`src/rtl/core/pif_pkg.sv`:
```
// ----------------------------------------------------------------------------
// pif_pkg
// Types and constants for the privileged instruction filter.
// ----------------------------------------------------------------------------
package pif_pkg;

   localparam int unsigned WORD_W  = 32;
   localparam int unsigned KEY_W   = 27;
   localparam int unsigned ALLOW_N = 41;

   typedef logic [WORD_W-1:0] word_type;
   typedef logic [KEY_W-1:0]  key_type;
   typedef logic [1:0]        verdict_type;

   localparam verdict_type VERDICT_ALLOWED  = 2'd0;
   localparam verdict_type VERDICT_BAD_SYS  = 2'd1;
   localparam verdict_type VERDICT_BAD_BASE = 2'd2;

   localparam logic [9:0] SYS_OPC_TOP = 10'd852;

   localparam key_type ALLOW_LIST [ALLOW_N] = '{
      27'h6A85BF1, 27'h6A85BD1, 27'h6A85BE9, 27'h6A85BE1, 27'h6A85BD9,
      27'h6A85BA1, 27'h6A85BA9,
      27'h6A9DA20, 27'h6A9DA21, 27'h6A9D807, 27'h6A9DE82, 27'h6A9DE83,
      27'h6A9DA14, 27'h6A9DA10, 27'h6A9DA16, 27'h6A9DF00, 27'h6A9DF06,
      27'h6A9DF02, 27'h6A9D801,
      27'h6A9C02C, 27'h6A9C02D, 27'h6A9C028, 27'h6A9C029, 27'h6A9C030,
      27'h6A9C031, 27'h6A9C032, 27'h6A9C038, 27'h6A9C039, 27'h6A9C03A,
      27'h6A9C020, 27'h6A9C021, 27'h6A9C000, 27'h6A9C005, 27'h6A9C006,
      27'h6A8DA20, 27'h6A8DA21, 27'h6A8DE82, 27'h6A8DA14, 27'h6A8DA10,
      27'h6A8DA16, 27'h6A8DF00
   };

   localparam word_type ERET_WORD  = 32'hD69F03E0;
   localparam word_type EXACT_WORD = 32'hD503207F;

endpackage

```
`src/rtl/core/privileged_instruction_filter_core.sv`:
```
// ----------------------------------------------------------------------------
// privileged_instruction_filter_core
// Streams AArch64 instruction words and returns one verdict per word.
// ----------------------------------------------------------------------------
// Pipeline: input register, then result register after the classifier.
// Throughput: one request per cycle unless rsp_tready stalls the result stage;
//   an empty input stage still takes a request while the result stage stalls.
// Reset: synchronous, clears both stage valid flags; no other state.
module privileged_instruction_filter_core (
   input  logic        clock,
   input  logic        reset,
   input  logic        req_tvalid,
   output logic        req_tready,
   input  logic [31:0] req_tdata,   // [31:0] instr_word
   input  logic        req_tlast,   // last_word
   output logic        rsp_tvalid,
   input  logic        rsp_tready,
   output logic [7:0]  rsp_tdata,   // [1:0] verdict, [7:2] zero
   output logic        rsp_tlast    // last_out
);
   import pif_pkg::*;

   logic        in_valid_ff, in_valid_in;
   word_type    in_word_ff;
   logic        in_last_ff;
   logic        out_valid_ff, out_valid_in;
   verdict_type out_verdict_ff;
   logic        out_last_ff;
   verdict_type verdict;
   logic        out_load;
   logic        in_load;

   pif_classify u_classify (
      .instr_word (in_word_ff),
      .verdict    (verdict)
   );

   assign out_load     = in_valid_ff && (!out_valid_ff || rsp_tready);
   assign req_tready   = !in_valid_ff || out_load;
   assign in_load      = req_tvalid && req_tready;
   assign in_valid_in  = in_load || (in_valid_ff && !out_load);
   assign out_valid_in = out_load || (out_valid_ff && !rsp_tready);

   always_ff @(posedge clock) begin
      if (reset) begin
         in_valid_ff  <= 1'b0;
         out_valid_ff <= 1'b0;
      end else begin
         in_valid_ff  <= in_valid_in;
         out_valid_ff <= out_valid_in;
      end
   end

   always_ff @(posedge clock) begin
      if (in_load) begin
         in_word_ff <= req_tdata;
         in_last_ff <= req_tlast;
      end
      if (out_load) begin
         out_verdict_ff <= verdict;
         out_last_ff    <= in_last_ff;
      end
   end

   assign rsp_tvalid = out_valid_ff;
   assign rsp_tdata  = {6'b000000, out_verdict_ff};
   assign rsp_tlast  = out_last_ff;

`ifndef SYNTHESIS
   a_no_reserved_verdict: assert property (@(posedge clock) disable iff (reset)
      rsp_tvalid |-> (rsp_tdata[1:0] != 2'd3))
      else $error("reserved verdict code on result");

   a_input_holds: assert property (@(posedge clock) disable iff (reset)
      (in_valid_ff && !out_load) |=> (in_valid_ff && $stable(in_word_ff)))
      else $error("input stage lost a stalled request");

   a_load_fills_output: assert property (@(posedge clock) disable iff (reset)
      out_load |=> rsp_tvalid)
      else $error("classified request not presented");

   a_no_accept_when_full: assert property (@(posedge clock) disable iff (reset)
      (in_valid_ff && out_valid_ff && !rsp_tready) |-> !req_tready)
      else $error("request accepted while both stages stalled");

   a_reset_clears: assert property (@(posedge clock)
      reset |=> (!rsp_tvalid && !in_valid_ff))
      else $error("valid flags not cleared by reset");
`endif

endmodule

```
`src/rtl/core/pif_classify.sv`:
```
// ----------------------------------------------------------------------------
// pif_classify
// Classifies one instruction word against the system allow-list and the
// fixed base patterns.
// ----------------------------------------------------------------------------
module pif_classify (
   input  pif_pkg::word_type    instr_word,
   output pif_pkg::verdict_type verdict
);
   import pif_pkg::*;

   logic    sys_class;
   logic    allowed;
   logic    bad_base;
   key_type key;

   assign key       = instr_word[31:5];
   assign sys_class = (instr_word[31:22] == SYS_OPC_TOP) && (instr_word[20:19] != 2'b00);

   always_comb begin
      allowed = 1'b0;
      for (int i = 0; i < ALLOW_N; i++) begin
         if (ALLOW_LIST[i] == key) begin
            allowed = 1'b1;
         end
      end
   end

   always_comb begin
      bad_base = (instr_word == ERET_WORD)
         || (instr_word[9:0] == 10'h3FF && instr_word[31:11] == 21'h1AD3E1)
         || (instr_word[4:0] == 5'h00 && instr_word[31:21] == 11'h6A2)
         || (instr_word[4:0] == 5'h02 && instr_word[31:21] == 11'h6A0)
         || (instr_word[4:0] == 5'h03 && instr_word[31:21] == 11'h6A0)
         || (instr_word[7:0] == 8'h7F && instr_word[31:12] == 20'hD5004)
         || (instr_word[7:0] == 8'h9F && instr_word[31:12] == 20'hD5004)
         || (instr_word[7:0] == 8'hDF && instr_word[31:12] == 20'hD5034)
         || (instr_word[7:0] == 8'hFF && instr_word[31:12] == 20'hD5034)
         || (instr_word == EXACT_WORD);
   end

   always_comb begin
      if (sys_class) begin
         verdict = allowed ? VERDICT_ALLOWED : VERDICT_BAD_SYS;
      end else if (bad_base) begin
         verdict = VERDICT_BAD_BASE;
      end else begin
         verdict = VERDICT_ALLOWED;
      end
   end

endmodule

```
`config.mk`:
```
export PLATFORM = sky130hd
export DESIGN_NAME = privileged_instruction_filter_core
export DESIGN_NICKNAME = d
export VERILOG_FILES = /design/src/rtl/core/pif_pkg.sv /design/src/rtl/core/privileged_instruction_filter_core.sv /design/src/rtl/core/pif_classify.sv
export SDC_FILE = /design/constraint.sdc
export NUM_CORES = 1
export LEC_CHECK = 0
export ABC_AREA = 1
export BUFFER_PORTS_ARGS = -buffer_cell sky130_fd_sc_hd__buf_4
export CAP_MARGIN = 10
export CORE_MARGIN = 5
export CORE_UTILIZATION = 48
export CTS_CLUSTER_SIZE = 25
export DETAILED_ROUTE_END_ITERATION = 16
export PLACE_DENSITY = 0.86
export SYNTH_ARGS = -nofsm -noshare
export SYNTH_HDL_FRONTEND = slang
export SYNTH_SLANG_ARGS = --single-unit
export TNS_END_PERCENT = 1
```
`constraint.sdc`:
```
create_clock -name clock -period 1.5 [get_ports clock]
set_clock_uncertainty 0.05 [all_clocks]
set_input_delay 0.225 -clock clock [delete_from_list [all_inputs] [get_ports clock]]
set_output_delay 0.225 -clock clock [all_outputs]
set_load 0.05 [all_outputs]
```
==> flow_metrics.py <==
metrics = {
    "route": {
        "via_per_inst": 5.273,
        "antenna_left": 0,
        "drc": 0,
        "first_pass_iters": 7,
        "route.vias.total": 1835,
        "routed_wl_mm": 4.854,
        "wl_per_cell_microns": 13.95,
        "drt-initial-drc-count": 240,
    },
    "sta": {
        "period_needed_ns": 1.630,
        "hold_viol": 0,
        "drv_slew": 0,
        "fmax_mhz": 613.6,
        "rsz0062_at_grt": "yes",
        "fin_crit_sh": 1.086,
        "setup_viol_count_final": 2,
        "whs_ns": 0.03135,
        "worst_slack_ns": -0.1296,
    },
    "cells_and_area": {
        "syn2layout_area_growth_pct": 40.33,
        "layout-drive-gt1-share": 0.3993,
        "layout_commonest_cell": "buf_4",
        "layout_common_cells": "buf_4 (70), nand2_1 (47), edfxtp_1 (36)",
        "nets": 334,
        "insertedDiodeCount": 0,
    },
    "synthesis": {
        "synth_seq_cells": 38,
        "synth_cell_type_count": 23,
        "netlist_instances": 222,
        "yosysWarnings": 0,
        "avgSynthCellArea_sq_um": 8.860,
        "netlist_area_sq_um": 1967,
        "seq_area_frac_synth": 0.5700,
    },
    "floorplanning": {
        "io_pins": 48,
        "die-area_sq_um": 5478,
        "initial_utilization": 0.4917,
        "core_region_area_sq_um": 4000,
        "die_h_microns": 74.02,
        "rows": 23,
        "die_x_microns": 74.02,
    },
    "clocking": {
        "cts-root-buf": "clkbuf_8",
        "clk_latency_ns": 0.29,
        "cts_buffer_depth": 2,
        "path_clk_slew_ns": 0.07,
        "cts_buffers": 5,
        "ctsHoldBuffers": 0,
        "htreeDepth": 2,
        "cts_tree": "done",
        "cts.sinks": 38,
    },
    "worst_hold_path": {
        "hold-path-endpoint": "rsp_tvalid",
        "hp-class": "input port to flip-flop",
        "worstHoldStart": "reset",
        "whs_path_depth": 2,
    },
    "placed_design": {
        "gp_congestion": 1.037,
        "portBuffers": 41,
        "dp_slack_ns": -0.1095,
        "hpwl_mm": 3.275,
    },
    "critical_path": {
        "r2r_start": "in_word_ff[6]",
        "r2r_cells": 11,
        "cp-end-kind": "flip-flop",
        "startpoint_type": "flip-flop",
        "cp.required_ns": 1.50,
        "critPathMaxFanout": 5,
        "crit_arrival_ns": 1.63,
        "path_class": "flip-flop to flip-flop",
        "reg2reg_slack_ns": -0.13,
        "setup.worst_path.start": "in_word_ff[6]",
        "r2r-end": "out_verdict_ff[0]",
    },
    "global_routing": {
        "grt_max_degree": 34,
        "grt_use_total": 0.1906,
        "grt_pass1_vias": 1823,
        "grt_antenna_before_repair": 0,
        "grt_pass1_wl_mm": 7.893,
        "gr-total-overflow": 0,
    },
    "power_and_ir_drop": {
        "ir_drop_v": 0.0008078,
        "power.density_nw_per_um2": 956.0,
        "total_leakage_power_uw": 0.001190,
    },
    "outcome": {
        "status": "complete, but fails checks",
        "failed_checks": "negative setup slack",
    },
    "run": {
        "drv_cap": 0,
    },
}
-- worst max-delay path, cell delays in order, from the launching register on --
cell and delay, ns:
edfxtp_1 0.49, buf_4 0.19, nand2_1 0.08, nand2_1 0.07, nand2_1 0.06, nand2_1 0.05
inv_1 0.07, nand2_1 0.05, nand2_1 0.07, nand2_1 0.05, a21oi_1 0.13, nor2_1 0.05
-- report_power, final --
part           internal, uW  switching [uW]
Sequential             1230            48.5
Combinational           157             207
Clock                   658             340
-- logic make-up after synthesis --
logic type             Yosys count  share of synthesized area
AOI/OAI and AO/OA               13                    0.03498
buffers and inverters           39                    0.08970
DFF                             38                     0.5700
other                            1                   0.001907
and+or+nand+nor                131                     0.3034
-- timing repair --
item / 4_1_cts / 5_1_grt
setup endpoints to repair: 1 / 2
resized for setup: 16 / 6
setup buffers: 13 / 1
pin swaps: 10 / 1
-- through the flow --
stage | power, uW | area (sq um) | utilization | std cells | TNS, ns
final | 2639 | 2760 | 0.6900 | 348 | -0.2199
after global routing | 2735 | 2760 | 0.6900 | 348 | -0.3752
after CTS | 2635 | 2734 | 0.6835 | 347 | -0.03528
after detailed placement | 1603 | 2454 | 0.6134 | 326 | -0.1095
after global placement | 1593 | 2454 | 0.6134 | 326 | -0.08129
after floorplan | 1464 | 2008 | - | 227 | -5.818
-- registers in the layout (all words and copies together), names as in the netlist --
signal	flops
in_word_ff	32
out_verdict_ff	2
rsp_tlast	1
in_last_ff	1
in_valid_ff	1
rsp_tvalid	1
-- cell usage after synthesis, drive strengths merged --
| master | count | area share |
|---|---|---|
| a21oi | 7 | 0.018 |
| buf | 8 | 0.029 |
| clkinv | 2 | 0.0038 |
| conb | 1 | 0.0019 |
| dfxtp | 2 | 0.020 |
| edfxtp | 36 | 0.55 |
| inv | 29 | 0.057 |
| nand2 | 59 | 0.12 |
| nand3 | 18 | 0.046 |
| nand4 | 9 | 0.029 |
| nor2 | 31 | 0.062 |
| nor3 | 9 | 0.034 |
| nor4 | 5 | 0.016 |
| o2111ai | 1 | 0.0045 |
| o21ai | 5 | 0.013 |
-- area by class of cell --
| type | count | area, sq um |
|---|---|---|
| clock inverters | 3 | 63.81 |
| clock buffers | 5 | 68.82 |
| repair buffers | 71 | 545.5 |
| well taps | 50 | 62.56 |
| fillers | 272 | 1240 |
| inverters | 31 | 122.6 |
| multi-input cells | 150 | 772.0 |
| flip-flops and latches | 38 | 1125 |
-- worst max-delay path by stage --
| stage | to | slack (ns) | cells after the start |
|---|---|---|---|
| after floorplan | in_last_ff | -0.18 | 3 |
| after global placement | out_verdict_ff[0] | -0.08 | 10 |
| after detailed placement | out_verdict_ff[0] | -0.11 | 10 |
| after CTS | out_verdict_ff[0] | -0.03 | 10 |
| after global routing | out_verdict_ff[0] | -0.20 | 11 |
| final | out_verdict_ff[0] | -0.13 | 11 |
-- per-layer routing --
metal  vias to the layer above  share of wire  routed length [microns]  global-route usage
met4                         0          0.028                      136              0.1046
li1                        879              -                        -                   -
met1                       814           0.35                     1706              0.2177
met5                         -              0                        0                   0
met2                       120           0.53                     2564              0.3376
met3                        22          0.092                      447             0.03243
(Power assumes the default switching activity.)
